==> config.mk <==
export PLATFORM = sky130hd
export DESIGN_NAME = upload_frame_serializer
export DESIGN_NICKNAME = d
export VERILOG_FILES = /design/src/ufs_pkg.sv /design/src/ufs_front.sv /design/src/ufs_queue.sv /design/src/ufs_back.sv /design/src/upload_frame_serializer.sv
export SDC_FILE = /design/constraint.sdc
export NUM_CORES = 1
export LEC_CHECK = 0
export BUFFER_PORTS_ARGS = -buffer_cell sky130_fd_sc_hd__buf_2
export CAP_MARGIN = 10
export CORE_UTILIZATION = 65
export CTS_CLUSTER_DIAMETER = 150
export DETAILED_ROUTE_END_ITERATION = 6
export MAX_ROUTING_LAYER = met4
export PLACE_DENSITY = 0.94
export SKIP_CTS_REPAIR_TIMING = 1
export SLEW_MARGIN = 5
export SYNTH_ARGS = -nofsm -noshare
export SYNTH_HDL_FRONTEND = slang
export SYNTH_SLANG_ARGS = --single-unit
==> constraint.sdc <==
create_clock -name clock -period 8.7 [get_ports clock]
set_input_delay 1.74 -clock clock [delete_from_list [all_inputs] [get_ports clock]]
set_output_delay 1.74 -clock clock [all_outputs]
set_load 0.005 [all_outputs]
==> src/ufs_pkg.sv <==
package ufs_pkg;

   localparam int unsigned QueueDepth = 2;
   localparam int unsigned QueueIdxW  = (QueueDepth > 1) ? $clog2(QueueDepth) : 1;
   localparam int unsigned QueueCntW  = $clog2(QueueDepth + 1);

   localparam logic [31:0] MagicLong  = 32'h2207_1970;
   localparam logic [15:0] Switch4Bit = 16'h00b8;
   localparam logic [15:0] Switch8Bit = 16'h00b7;

   typedef enum logic {
      FUNC_START = 1'b0,
      FUNC_WORD  = 1'b1
   } func_type;

   typedef enum logic [1:0] {
      CSR_LOAD_ADDRESS        = 2'd0,
      CSR_WORD_COUNT          = 2'd1,
      CSR_FOUR_BIT_MODE       = 2'd2,
      CSR_SEND_SWITCH_COMMAND = 2'd3
   } csr_index_type;

   typedef enum logic [8:0] {
      SEG_SW0      = 9'b0_0000_0001,
      SEG_SW1      = 9'b0_0000_0010,
      SEG_SW2      = 9'b0_0000_0100,
      SEG_ZERO     = 9'b0_0000_1000,
      SEG_MAGIC    = 9'b0_0001_0000,
      SEG_ADDR     = 9'b0_0010_0000,
      SEG_LEN      = 9'b0_0100_0000,
      SEG_DATA     = 9'b0_1000_0000,
      SEG_CHECKSUM = 9'b1_0000_0000
   } seg_type;

   typedef struct packed {
      logic [31:0] load_address;
      logic [29:0] word_count;
      logic        four_bit_mode;
      logic        send_switch_command;
   } cfg_type;

   typedef struct packed {
      logic        is_start;
      logic [31:0] data_word;
      logic [31:0] checksum;
      logic        append_checksum;
   } cmd_type;

   typedef struct packed {
      logic full;
      logic empty;
   } q_status_type;

endpackage

==> src/ufs_front.sv <==
module ufs_front
   import ufs_pkg::*;
(
   input  logic         clock,
   input  logic         reset,
   input  logic         req_valid,
   input  logic         req_func,
   input  logic [31:0]  req_data_word,
   output logic         req_stall,
   input  cfg_type      cfg,
   input  q_status_type q_status,
   output logic         push,
   output cmd_type      push_cmd
);

   logic        active_ff, active_in;
   logic [29:0] words_left_ff, words_left_in;
   logic [31:0] checksum_ff, checksum_in;
   logic        accept;
   logic [31:0] sum_next;
   logic [29:0] left_next;

   assign req_stall = q_status.full;
   assign accept    = req_valid && !req_stall;
   assign sum_next  = checksum_ff - req_data_word;
   assign left_next = words_left_ff - 30'd1;

   always_comb begin
      active_in     = active_ff;
      words_left_in = words_left_ff;
      checksum_in   = checksum_ff;
      push          = 1'b0;
      push_cmd.is_start        = (func_type'(req_func) == FUNC_START);
      push_cmd.data_word       = req_data_word;
      push_cmd.checksum        = 32'd0;
      push_cmd.append_checksum = 1'b0;
      if (accept) begin
         if (func_type'(req_func) == FUNC_START) begin
            if (!active_ff) begin
               push          = 1'b1;
               words_left_in = cfg.word_count;
               checksum_in   = 32'd0;
               active_in     = (cfg.word_count != 30'd0);
               push_cmd.append_checksum = (cfg.word_count == 30'd0);
            end
         end else if (active_ff) begin
            push          = 1'b1;
            checksum_in   = sum_next;
            words_left_in = left_next;
            active_in     = (left_next != 30'd0);
            push_cmd.checksum        = sum_next;
            push_cmd.append_checksum = (left_next == 30'd0);
         end
      end
   end

   always_ff @(posedge clock) begin
      if (reset) begin
         active_ff     <= 1'b0;
         words_left_ff <= 30'd0;
         checksum_ff   <= 32'd0;
      end else begin
         active_ff     <= active_in;
         words_left_ff <= words_left_in;
         checksum_ff   <= checksum_in;
      end
   end

endmodule

==> src/ufs_queue.sv <==
module ufs_queue
   import ufs_pkg::*;
(
   input  logic         clock,
   input  logic         reset,
   input  logic         push,
   input  cmd_type      push_cmd,
   input  logic         pop,
   output cmd_type      head_cmd,
   output q_status_type q_status
);

   cmd_type                entries_ff [QueueDepth];
   logic [QueueIdxW-1:0]   wr_ptr_ff, wr_ptr_in;
   logic [QueueIdxW-1:0]   rd_ptr_ff, rd_ptr_in;
   logic [QueueCntW-1:0]   count_ff, count_in;
   logic                   do_push, do_pop;

   assign q_status.full  = (count_ff == QueueCntW'(QueueDepth));
   assign q_status.empty = (count_ff == '0);
   assign do_push  = push && !q_status.full;
   assign do_pop   = pop && !q_status.empty;
   assign head_cmd = entries_ff[rd_ptr_ff];

   always_comb begin
      wr_ptr_in = wr_ptr_ff;
      rd_ptr_in = rd_ptr_ff;
      count_in  = count_ff;
      if (do_push) begin
         wr_ptr_in = (wr_ptr_ff == QueueIdxW'(QueueDepth - 1)) ? '0 : wr_ptr_ff + 1'b1;
      end
      if (do_pop) begin
         rd_ptr_in = (rd_ptr_ff == QueueIdxW'(QueueDepth - 1)) ? '0 : rd_ptr_ff + 1'b1;
      end
      if (do_push && !do_pop) begin
         count_in = count_ff + 1'b1;
      end else if (do_pop && !do_push) begin
         count_in = count_ff - 1'b1;
      end
   end

   always_ff @(posedge clock) begin
      if (reset) begin
         wr_ptr_ff <= '0;
         rd_ptr_ff <= '0;
         count_ff  <= '0;
      end else begin
         wr_ptr_ff <= wr_ptr_in;
         rd_ptr_ff <= rd_ptr_in;
         count_ff  <= count_in;
      end
   end

   always_ff @(posedge clock) begin
      if (do_push) begin
         entries_ff[wr_ptr_ff] <= push_cmd;
      end
   end

endmodule

==> src/ufs_back.sv <==
module ufs_back
   import ufs_pkg::*;
(
   input  logic         clock,
   input  logic         reset,
   input  cfg_type      cfg,
   input  cmd_type      head_cmd,
   input  q_status_type q_status,
   output logic         pop,
   output logic         rsp_valid,
   input  logic         rsp_stall,
   output logic [7:0]   rsp_data_lines,
   output logic         rsp_normal_handshake,
   output logic         rsp_last,
   output logic         rsp_frame_done
);

   function automatic logic [15:0] rotl16(input logic [15:0] w, input logic [3:0] amt);
      logic [31:0] t;
      t = {w, w} << amt;
      return t[31:16];
   endfunction

   logic        started_ff, started_in;
   seg_type     seg_ff, seg_in;
   logic [2:0]  cnt_ff, cnt_in;
   logic        rsp_valid_ff, rsp_valid_in;
   logic [7:0]  data_lines_ff;
   logic        normal_ff, last_ff, frame_done_ff;

   seg_type     first_seg, cur_seg, next_seg;
   logic        is_switch, seg_end, item_end, advance, emit;
   logic [15:0] sw_word, sw_rot;
   logic [31:0] long_word;
   logic [7:0]  byte_sel, value;
   logic [1:0]  byte_idx;
   logic [2:0]  cnt_last;

   assign first_seg = !head_cmd.is_start ? SEG_DATA :
                      (cfg.send_switch_command ? SEG_SW0 : SEG_ZERO);
   assign cur_seg   = started_ff ? seg_ff : first_seg;
   assign is_switch = (cur_seg == SEG_SW0) || (cur_seg == SEG_SW1) || (cur_seg == SEG_SW2);

   always_comb begin
      case (cur_seg)
         SEG_SW2:      sw_word = cfg.four_bit_mode ? Switch4Bit : Switch8Bit;
         default:      sw_word = 16'h0000;
      endcase
   end

   assign sw_rot = rotl16(sw_word, 4'd3 + {cnt_ff, 1'b0});

   always_comb begin
      case (cur_seg)
         SEG_MAGIC:    long_word = MagicLong;
         SEG_ADDR:     long_word = cfg.load_address;
         SEG_LEN:      long_word = {cfg.word_count, 2'b00} + 32'd4;
         SEG_DATA:     long_word = head_cmd.data_word;
         SEG_CHECKSUM: long_word = head_cmd.checksum;
         default:      long_word = 32'd0;
      endcase
   end

   assign byte_idx = cfg.four_bit_mode ? cnt_ff[2:1] : cnt_ff[1:0];

   always_comb begin
      case (byte_idx)
         2'd0:    byte_sel = long_word[7:0];
         2'd1:    byte_sel = long_word[15:8];
         2'd2:    byte_sel = long_word[23:16];
         default: byte_sel = long_word[31:24];
      endcase
   end

   always_comb begin
      if (is_switch) begin
         value = {5'b00000, sw_rot[2:1], 1'b0};
      end else if (cfg.four_bit_mode) begin
         value = cnt_ff[0] ? {byte_sel[7:4], 4'h0} : {byte_sel[3:0], 4'h0};
      end else begin
         value = byte_sel;
      end
   end

   always_comb begin
      case (cur_seg)
         SEG_SW0:   next_seg = SEG_SW1;
         SEG_SW1:   next_seg = SEG_SW2;
         SEG_SW2:   next_seg = SEG_ZERO;
         SEG_ZERO:  next_seg = SEG_MAGIC;
         SEG_MAGIC: next_seg = SEG_ADDR;
         SEG_ADDR:  next_seg = SEG_LEN;
         default:   next_seg = SEG_CHECKSUM;
      endcase
   end

   assign cnt_last = (is_switch || cfg.four_bit_mode) ? 3'd7 : 3'd3;
   assign seg_end  = (cnt_ff == cnt_last);
   assign item_end = seg_end && ((cur_seg == SEG_CHECKSUM) ||
                     (((cur_seg == SEG_LEN) || (cur_seg == SEG_DATA)) &&
                      !head_cmd.append_checksum));

   assign advance = !rsp_valid_ff || !rsp_stall;
   assign emit    = advance && !q_status.empty;
   assign pop     = emit && item_end;

   always_comb begin
      started_in   = started_ff;
      seg_in       = seg_ff;
      cnt_in       = cnt_ff;
      rsp_valid_in = rsp_valid_ff;
      if (advance) begin
         rsp_valid_in = emit;
      end
      if (emit) begin
         if (item_end) begin
            started_in = 1'b0;
            cnt_in     = 3'd0;
         end else if (seg_end) begin
            started_in = 1'b1;
            seg_in     = next_seg;
            cnt_in     = 3'd0;
         end else begin
            started_in = 1'b1;
            seg_in     = cur_seg;
            cnt_in     = cnt_ff + 3'd1;
         end
      end
   end

   always_ff @(posedge clock) begin
      if (reset) begin
         started_ff   <= 1'b0;
         seg_ff       <= SEG_ZERO;
         cnt_ff       <= 3'd0;
         rsp_valid_ff <= 1'b0;
      end else begin
         started_ff   <= started_in;
         seg_ff       <= seg_in;
         cnt_ff       <= cnt_in;
         rsp_valid_ff <= rsp_valid_in;
      end
   end

   always_ff @(posedge clock) begin
      if (emit) begin
         data_lines_ff <= value;
         normal_ff     <= is_switch;
         last_ff       <= item_end;
         frame_done_ff <= seg_end && (cur_seg == SEG_CHECKSUM);
      end
   end

   assign rsp_valid            = rsp_valid_ff;
   assign rsp_data_lines       = data_lines_ff;
   assign rsp_normal_handshake = normal_ff;
   assign rsp_last             = last_ff;
   assign rsp_frame_done       = frame_done_ff;

endmodule

==> src/upload_frame_serializer.sv <==
// Upload frame serializer: turns start and payload-word items into data-line values.
// Request channel (req_valid/req_stall): func 0 starts a frame, func 1 carries one
// payload word. Items that do not fit the frame state are taken and dropped.
// Response channel (rsp_valid/rsp_stall): one data-line value per transfer, with
// rsp_last on the final value of an item and rsp_frame_done on the final checksum value.
// Register port (csr_valid/csr_ready, always ready): write only while the block is idle.
// The first value of an item passes through the command queue and then the output
// register before it is valid, if the sequencer is idle and the receiver does not stall.
// The back-end sequencer and its output register give one value per cycle while the
// receiver does not stall and the queue is not empty; a payload word takes 8 values in
// 4-bit mode and 4 in 8-bit mode, plus 8 or 4 for the checksum after the last word; a
// start takes 16 to 64, the most with the switch command in 4-bit mode on an empty frame.
// A two-entry command queue parts the front end from the sequencer, so new items are
// taken while values still wait on the response side.
// Reset: registers return to their defaults, the queue empties and the frame goes idle.
// When the receiver stalls, the output register holds, the sequencer halts, the queue
// fills and then req_stall rises.
module upload_frame_serializer
   import ufs_pkg::*;
(
   input  logic        clock,
   input  logic        reset,
   input  logic        req_valid,
   output logic        req_stall,
   input  logic        req_func,
   input  logic [31:0] req_data_word,
   output logic        rsp_valid,
   input  logic        rsp_stall,
   output logic [7:0]  rsp_data_lines,
   output logic        rsp_normal_handshake,
   output logic        rsp_last,
   output logic        rsp_frame_done,
   input  logic        csr_valid,
   output logic        csr_ready,
   input  logic [1:0]  csr_index,
   input  logic [31:0] csr_data
);

   cfg_type      cfg_ff, cfg_in;
   q_status_type q_status;
   cmd_type      push_cmd, head_cmd;
   logic         push, pop;

   assign csr_ready = 1'b1;

   always_comb begin
      cfg_in = cfg_ff;
      if (csr_valid && csr_ready) begin
         case (csr_index_type'(csr_index))
            CSR_LOAD_ADDRESS:        cfg_in.load_address        = csr_data;
            CSR_WORD_COUNT:          cfg_in.word_count          = csr_data[29:0];
            CSR_FOUR_BIT_MODE:       cfg_in.four_bit_mode       = csr_data[0];
            CSR_SEND_SWITCH_COMMAND: cfg_in.send_switch_command = csr_data[0];
            default:                 cfg_in = cfg_ff;
         endcase
      end
   end

   always_ff @(posedge clock) begin
      if (reset) begin
         cfg_ff.load_address        <= 32'h0000_4000;
         cfg_ff.word_count          <= 30'd0;
         cfg_ff.four_bit_mode       <= 1'b1;
         cfg_ff.send_switch_command <= 1'b1;
      end else begin
         cfg_ff <= cfg_in;
      end
   end

   ufs_front u_front (
      .clock         (clock),
      .reset         (reset),
      .req_valid     (req_valid),
      .req_func      (req_func),
      .req_data_word (req_data_word),
      .req_stall     (req_stall),
      .cfg           (cfg_ff),
      .q_status      (q_status),
      .push          (push),
      .push_cmd      (push_cmd)
   );

   ufs_queue u_queue (
      .clock    (clock),
      .reset    (reset),
      .push     (push),
      .push_cmd (push_cmd),
      .pop      (pop),
      .head_cmd (head_cmd),
      .q_status (q_status)
   );

   ufs_back u_back (
      .clock                (clock),
      .reset                (reset),
      .cfg                  (cfg_ff),
      .head_cmd             (head_cmd),
      .q_status             (q_status),
      .pop                  (pop),
      .rsp_valid            (rsp_valid),
      .rsp_stall            (rsp_stall),
      .rsp_data_lines       (rsp_data_lines),
      .rsp_normal_handshake (rsp_normal_handshake),
      .rsp_last             (rsp_last),
      .rsp_frame_done       (rsp_frame_done)
   );

`ifndef SYNTHESIS
   a_reset_clears_rsp: assert property (@(posedge clock) reset |=> !rsp_valid)
      else $error("response valid after reset");

   a_done_is_last: assert property (@(posedge clock) disable iff (reset)
      rsp_valid && rsp_frame_done |-> rsp_last && !rsp_normal_handshake)
      else $error("frame done without last value");

   a_switch_value_shape: assert property (@(posedge clock) disable iff (reset)
      rsp_valid && rsp_normal_handshake |->
         rsp_data_lines[7:3] == 5'd0 && !rsp_data_lines[0])
      else $error("switch value outside bits 2:1");

   a_pop_needs_entry: assert property (@(posedge clock) disable iff (reset)
      pop |-> !q_status.empty)
      else $error("pop from empty queue");
`endif

endmodule

==> results.txt, run 1 <==
The worst slack at placement is 3.70 ns. At the end of routability-driven placement, the weighted congestion stood at 0.990. The core footprint came out at 22700 um2. The slowest stage of the critical path is the sky130_fd_sc_hd__a221oi_1 cell. The critical path class is input pin to flop. The share of the clock period used by the worst path after layout is 0.522. The cell area after technology mapping is 15100 um2. The nature of the critical path endpoint is a flop. The pin count of the biggest net entering global routing came out at 85. The initial antenna violation count is 2. The final setup violation count is 0. The main flop type after synthesis is sky130_fd_sc_hd__dfxtp_1. The routed design could run at a clock period as short as 4.54 ns. The data arrival at the endpoint of the critical path is 4.92 ns. The final setup slack of the worst path is 4.16 ns. The setup clock skew after layout came out at 0.0199 ns. The post-layout total power came out at 3.54 mW.

The count of unresolved DRC violations after routing came out at 0. The buffer levels on the longest clock path is 3. The share of synthesized area occupied by flip-flops and latches came out at 0.477.

The worst max-slew margin expressed relative to the limit is 0.210. The clock reaches the later pin of the worst-skew pair after 0.57 ns. Yosys mapped a number of flops with a built-in enable equal to 143. The first global-routing pass estimated 66.0 mm of wire. In this run the remaining antenna-violating nets after routing total 0. The die footprint is 23900 um2. The row count came out at 55. The utilization after layout is 0.739.

The static power due to leakage came out at 6.22 nW. The net count of the mapped netlist came out at 1736. The count of final max-slew check failures was 0.

Summed over all nets, the half-perimeter wirelength after detailed placement is 28.5 mm. The worst setup path is launched from an input pin. The number of non-filler instances in the completed layout is 1983. The routed wirelength normalized by instance count came out at 21.4 um. The instance count after placement with tap cells included is 1923. 86 I/O pins were placed. The number of distinct library cells after synthesis came out at 91. The cell count after synthesis came out at 1626.

The overall via count from detail_route came out at 13200. The run finished with clean final reports. From bottom edge to top edge, the die measures 155 um. The final net count is 1782. The number of buffers created by CTS came out at 30. The setup total negative slack is 0 ns. Before antenna repair, the detailed router went through 6 iterations. At the pin with the least slew margin, the transition time is 1.18 ns. The power density relative to cell area is 211 nW/um2. From left edge to right edge, the die measures 155 um. The fraction of post-synthesis cell area in the top cell type by area came out at 0.284.

The effective utilization at floorplan is 0.666. By area the synthesized netlist is led by sky130_fd_sc_hd__edfxtp_1, sky130_fd_sc_hd__dfxtp_1, sky130_fd_sc_hd__a21oi_1, sky130_fd_sc_hd__nand2_1, sky130_fd_sc_hd__mux2i_1. The port buffer count came out at 84. The number of H-tree levels is 1. The number of DRC markers after the initial detailed-route iteration came out at 1512. Along the worst path, the maximum fanout reaches 4. The mean instance size in the synthesized netlist is 9.30 um2. The clock net in this run drives a total of 289 sinks. The top cell types in the final layout, fill and taps aside, are sky130_fd_sc_hd__nand2_1, sky130_fd_sc_hd__a21oi_1, sky130_fd_sc_hd__nor2_1.

The critical path goes through buf_2 -> ha_1 -> inv_1 -> fa_1 -> a21o_1 -> a21oi_2 -> o21ai_0 -> a221oi_1 -> o31a_1 -> o21bai_2 -> a2111oi_4 -> nor3_1 -> nor3_1. TritonCTS built the clock tree. CTS placed an instance of sky130_fd_sc_hd__clkbuf_16 at the clock tree root. For this run, the number of Yosys warnings is 0.

Final hold analysis gives a worst-case slack of 0.461 ns. The library cell used most frequently in the layout, excluding fill and tap cells, is sky130_fd_sc_hd__nand2_1. The overflow left after global routing is 0. The number of endpoints with negative hold slack in the final report is 0. The total cell area at the placement stage is 15700 um2. The number of global-route vias before repair is 12200. The post-route cell area is 16800 um2. The peak per-stage delay on the critical path came out at 0.57 ns. The tightest min-delay check is of the flop to flop type. The routed design has 42.4 mm of wire.

After clock tree synthesis, the clock-pin slew on the worst setup and hold paths is 0.06 ns. In the synthesized netlist the async set-or-reset flop fraction comes to 0. The number of synthesized register bits came out at 289. Setup repair after global routing left no endpoint under its margin. At the worst endpoint, the required time is 9.08 ns.

The max-capacitance violation count came out at 0. The number of vias per cell after detailed routing is 6.64. IR analysis of the VDD net gives a maximum drop of 156 uV. sky130_fd_sc_hd__edfxtp_1 takes more of the synthesized area than any other cell. The area growth from synthesis to layout is 10.9%. The global router's overall resource usage is 0.364.

In the final layout, the share of cells above drive strength 1 is 0.116. Among the stages of the critical path, the cell type that occurs most often is sky130_fd_sc_hd__nor3_1. The maximum achievable frequency came out at 220 MHz.
[final cells by class]
| type | count | area (um2) |
|---|---|---|
| multi-input cells | 1194 | 7360 |
| flip-flops and latches | 289 | 7220 |
| fillers | 1588 | 5940 |
| clock buffers | 40 | 871 |
| repair buffers | 100 | 556 |
| well taps | 285 | 357 |
| inverters | 57 | 214 |
| clock inverters | 16 | 189 |
| diodes | 2 | 5.00 |
[cell usage after synthesis (9+ instances only)]
master / instances
sky130_fd_sc_hd__a21oi_1: 171
sky130_fd_sc_hd__a2111oi_0: 14
sky130_fd_sc_hd__o21ai_0: 72
sky130_fd_sc_hd__nand2b_1: 18
sky130_fd_sc_hd__o21a_1: 9
sky130_fd_sc_hd__and2_1: 13
sky130_fd_sc_hd__o22ai_1: 14
sky130_fd_sc_hd__nor2_1: 169
sky130_fd_sc_hd__and3_1: 15
sky130_fd_sc_hd__nand3_1: 35
sky130_fd_sc_hd__mux2i_1: 70
sky130_fd_sc_hd__nand2_1: 220
sky130_fd_sc_hd__xnor2_1: 34
sky130_fd_sc_hd__edfxtp_1: 143
sky130_fd_sc_hd__buf_2: 13
sky130_fd_sc_hd__xor2_1: 28
sky130_fd_sc_hd__dfxtp_1: 146
sky130_fd_sc_hd__inv_1: 55
sky130_fd_sc_hd__or3_1: 9
sky130_fd_sc_hd__ha_1: 37
sky130_fd_sc_hd__a211oi_1: 34
sky130_fd_sc_hd__clkbuf_1: 60
sky130_fd_sc_hd__a21o_1: 19
sky130_fd_sc_hd__nand4_1: 16
sky130_fd_sc_hd__buf_1: 10
sky130_fd_sc_hd__nor3_1: 32
sky130_fd_sc_hd__a22oi_1: 11
[sequential cells by signal, summed over array words and instances, names as in the netlist, 2 cells and up, named ones only]
name                   cells
u_back.cnt_ff              3
u_front.words_left_ff     30
u_front.checksum_ff       32
cfg_ff                    64
u_back.seg_ff              9
u_queue.count_ff           2
u_back.rsp_data_lines      8
u_queue.entries_ff       132
[worst paths after layout]
check	startpoint	to	slack, ns	cells after the start
setup / recovery	req_data_word[0]	u_queue.entries_ff[0][29]	4.16	13
hold / removal	cfg_ff[49]	cfg_ff[49]	0.46	2
setup reg to reg	u_back.seg_ff[0]	u_queue.count_ff[1]	4.78	11
hold reg to reg	cfg_ff[49]	cfg_ff[49]	0.46	2
[where the power goes]
group	switching, mW	internal [mW]
clock	0.555	0.821
sequential	0.0659	1.52
combinational	0.376	0.205
[routing by layer]
layer  routed length [um]  GRT usage  part of all wire
met4                 1800      0.154             0.042
met2                19500      0.565              0.46
met3                 3950     0.0549             0.093
met1                17200      0.478              0.40
met5                    0          -                 0
[worst max-delay path, delay by kind of cell]
| family | cells | cell delay (ns) |
|---|---|---|
| AND/OR/NAND/NOR | 2 | 0.38 |
| adder cells (fa/ha/maj) | 2 | 0.58 |
| AO/OA/AOI/OAI | 7 | 2.06 |
| buffers and inverters | 2 | 0.16 |
[kinds of logic after synthesis]
group	after synthesis	share of synthesized area
simple gates	596	0.189
other cells	1	0.000248
xor+xnor	62	0.0359
buf+inv	143	0.0378
compound gates	425	0.180
fa+ha+maj	38	0.0319
mux	72	0.0478
flops	289	0.477
(Power assumes the default switching activity.)
==> inputs of run 2 (changes only) <==
--- a/config.mk
+++ b/config.mk
@@ -7,11 +7,11 @@
 export LEC_CHECK = 0
 export BUFFER_PORTS_ARGS = -buffer_cell sky130_fd_sc_hd__buf_2
 export CAP_MARGIN = 10
-export CORE_UTILIZATION = 65
+export CORE_UTILIZATION = 62
 export CTS_CLUSTER_DIAMETER = 150
 export DETAILED_ROUTE_END_ITERATION = 6
 export MAX_ROUTING_LAYER = met4
-export PLACE_DENSITY = 0.94
+export PLACE_DENSITY = 0.91
 export SKIP_CTS_REPAIR_TIMING = 1
 export SLEW_MARGIN = 5
 export SYNTH_ARGS = -nofsm -noshare
==> constraint.sdc (replaced) <==
create_clock -name clock -period 4.2 [get_ports clock]
set_input_delay 0.84 -clock clock [delete_from_list [all_inputs] [get_ports clock]]
set_output_delay 0.84 -clock clock [all_outputs]
set_load 0.005 [all_outputs]
==> run 2 against run 1 <==
Compared with the run above:
- clock skew decreased by 0.0050 ns
- design area rose by 0.78%
- non-clock buffer count up 9
- flip-flop and latch count unchanged
==> results.txt, run 2 (same netlist as run 1, synthesis figures left out) <==
The top-level port count came out at 86 (unchanged). Setup repair after global routing left no endpoint under its margin. The setup total negative slack was 0 ns (unchanged).

The depth of the worst register-to-register path is 14 (+3). The number of endpoints with negative hold slack in the final report is 0 (unchanged). In this run the worst hold path is classified as flop to flop. The count of final max-slew check failures is 0 (unchanged).

The worst max-slew margin expressed relative to the limit is 0.158 (-0.0527). The startpoint of the worst register-to-register path is u_front.checksum_ff[0]. The core footprint was 23700 um2 (+4.3%).

The area taken by multi-input logic gates came to 7350 um2 (about the same). The die footprint is 25000 um2 (+4.8%). The fill cell instance count of the final layout is 1710 (+7.7%). The number of sinks handled by clock tree synthesis came out at 289 (unchanged). The final hold slack came out at 0.458 ns (-0.00313 ns). The overflow left after global routing is 0 (unchanged). The row count came out at 56 (+1.8%). The largest vdd supply drop is 404 uV (+160%).

STA classifies the critical path endpoint as a flop. The pin count of the biggest net entering global routing came out at 67 (-21%). In the final layout, the registers with the most flip-flops are u_queue.entries_ff (132), cfg_ff (64), u_front.checksum_ff (32). The global router's overall resource usage came out at 0.341 (-0.0226).

The critical path ends at u_queue.entries_ff[0][31]. The shortest period the worst path allows came out at 3.46 ns. The setup clock skew after layout is 0.0149 ns (-0.00503 ns). The total cell area at the placement stage is 15900 um2 (+1.2%). The detailed-routing iteration count for the pre-antenna-repair pass came out at 6 (unchanged). The largest driver fanout on the critical path is 4 (unchanged). The post-route cell area came out at 16900 um2 (+0.78%). The port buffer count came to 84 (unchanged).

The worst setup path is launched from a flop. The overall via count from detail_route is 13100 (-0.94%). The final net count came out at 1790 (+0.45%).

The weighted congestion at the end of routability-driven global placement is 1.02 (+2.5%). The library cells used most frequently in the layout, excluding fill and tap cells, are sky130_fd_sc_hd__nand2_1, sky130_fd_sc_hd__a21oi_1, sky130_fd_sc_hd__nor2_1. The power density relative to cell area came to 433 nW/um2 (+110%). The sequential cell area is 7220 um2 (unchanged). The final setup violation count came to 0 (unchanged). The number of vias per cell after detailed routing was 6.45 (-2.9%). The wire length of the first global-routing pass is 64.0 mm (-3.0%). The worst slack at placement is 0.322 ns (-3.37 ns). The post-detailed-placement half-perimeter wirelength was 28.5 mm (about the same).

The endpoint identified for the worst register-to-register timing path is u_queue.entries_ff[0][31]. The die extent in x is 158 um (+2.4%). The flip-flop count of the largest register after layout is 132 (unchanged). The library cell used as clock root buffer is sky130_fd_sc_hd__clkbuf_16. The routed wirelength normalized by instance count was 20.5 um (-3.9%). The area growth from synthesis to layout is 11.8%. The data arrival at the endpoint of the critical path is 3.85 ns (-1.07 ns). The clock slew seen by the registers of the worst setup and hold paths was 0.06 ns (about the same).

The final setup slack of the worst path is 0.740 ns (-3.42 ns). The total inserted antenna cells is 0 (-2). TritonCTS built the clock tree. The number of H-tree levels is 1 (unchanged). The run finished with clean final reports. The proportion of layout cells with a drive suffix above 1 came to 0.119 (+0.00364). The height of the die is 158 um (+2.4%). The max-capacitance violation count is 0 (unchanged). The leading cell type in the layout, fill and taps excluded is sky130_fd_sc_hd__nand2_1.

The effective utilization at floorplan came out at 0.638 (-0.0274). The number of buffers created by CTS came out at 29 (-3.3%). The number of global-route vias before repair came out at 12100 (-0.43%). The initial antenna violation count came out at 0 (-2).

The maximum achievable frequency came out at 289 MHz. The critical path class is flop to flop. The static power due to leakage was 6.26 nW (+0.64%). The largest register by flop count is u_queue.entries_ff. The number of nets with antenna violations after detailed routing is 0 (unchanged). The number of DRC markers after the initial detailed-route iteration is 1374 (-9.1%). The actual transition at the worst max-transition pin is 1.26 ns (+0.0753 ns). The required time at the endpoint of the critical path is 4.59 ns (-4.49 ns). Of the available clock period, the critical path in the final layout requires 0.824. The critical path launch point is u_front.checksum_ff[0]. The count of unresolved DRC violations after routing came to 0 (unchanged). The flop-to-flop setup slack is 0.74 ns (-4.04 ns). The buffer levels on the longest clock path came to 3 (unchanged). The source-to-sink clock delay at the later pin of the worst-skew pair is 0.58 ns (about the same). The total length of routed wires is 41.5 mm (-2.1%). The post-layout total power was 7.33 mW (+110%).
[run 2: cell types whose count changed in the layout (fill, tap and decap cells not counted), moves of 2 or more]
cell	change
sky130_fd_sc_hd__buf_12	+6
sky130_fd_sc_hd__clkbuf_1	+3
sky130_fd_sc_hd__bufinv_16	+2
sky130_fd_sc_hd__clkinv_2	+2
sky130_fd_sc_hd__clkbuf_8	-2
sky130_fd_sc_hd__clkinv_1	-3
sky130_fd_sc_hd__buf_4	+5
sky130_fd_sc_hd__clkbuf_16	-3
sky130_fd_sc_hd__clkinv_4	-2
sky130_fd_sc_hd__diode_2	-2
[run 2: how the worst min path moves through the flow]
stage	start	slack, ns	endpoint	cells after the start
global route	req_data_word[13]	0.45	u_queue.entries_ff[0][46]	1
detailed placement	cfg_ff[43]	0.45	cfg_ff[43]	2
floorplan	u_front.checksum_ff[15]	0.43	u_front.checksum_ff[15]	2
global placement	u_front.checksum_ff[30]	0.44	u_front.checksum_ff[30]	2
CTS	req_data_word[13]	0.45	u_queue.entries_ff[1][46]	1
finish	cfg_ff[48]	0.46	cfg_ff[48]	2
[run 2: layout make-up]
| class | instances | area share |
|---|---|---|
| repair buffers | 109 | 0.0406 |
| inverters | 57 | 0.0127 |
| flip-flops and latches | 289 | 0.427 |
| clock buffers | 38 | 0.0461 |
| well taps | 319 | 0.0236 |
| multi-input cells | 1194 | 0.435 |
| clock inverters | 16 | 0.0147 |
[run 2: stage by stage]
step / instances / utilization
4_1_cts: 2022 / 0.714
5_1_grt: 2022 / 0.714
6_report: 2022 / 0.714
3_3_place_gp: 1968 / 0.670
2_1_floorplan: 1626 / -
3_5_place_dp: 1968 / 0.670
[run 2: power breakdown]
group	leakage (nW)	internal (mW)	switching, mW	total [mW]
Combinational	3.21	0.448	0.784	1.23
Sequential	2.55	3.15	0.138	3.29
Clock	0.502	1.68	1.13	2.81
Total	6.26	5.28	2.05	7.33
[run 2: worst max-delay path, cell delays in order (launching register included)]
cell and delay, ns:
sky130_fd_sc_hd__dfxtp_1 0.32, sky130_fd_sc_hd__inv_1 0.06, sky130_fd_sc_hd__ha_1 0.15, sky130_fd_sc_hd__inv_1 0.05
sky130_fd_sc_hd__fa_1 0.40, sky130_fd_sc_hd__a21o_1 0.20, sky130_fd_sc_hd__a21oi_2 0.21, sky130_fd_sc_hd__o21ai_0 0.12
sky130_fd_sc_hd__a221oi_1 0.28, sky130_fd_sc_hd__buf_4 0.19, sky130_fd_sc_hd__o31a_1 0.29, sky130_fd_sc_hd__o21bai_2 0.19
sky130_fd_sc_hd__a211oi_1 0.42, sky130_fd_sc_hd__nor3_1 0.12, sky130_fd_sc_hd__nor3_1 0.27
[run 2: per-layer routing]
metal	part of all wire	vias up	wire length, um	GRT usage
li1	-	6012	-	-
met1	0.40	6095	16500	0.441
met2	0.46	806	19200	0.545
met3	0.095	137	3930	0.0411
met4	0.045	0	1860	0.139
met5	0	-	0	-
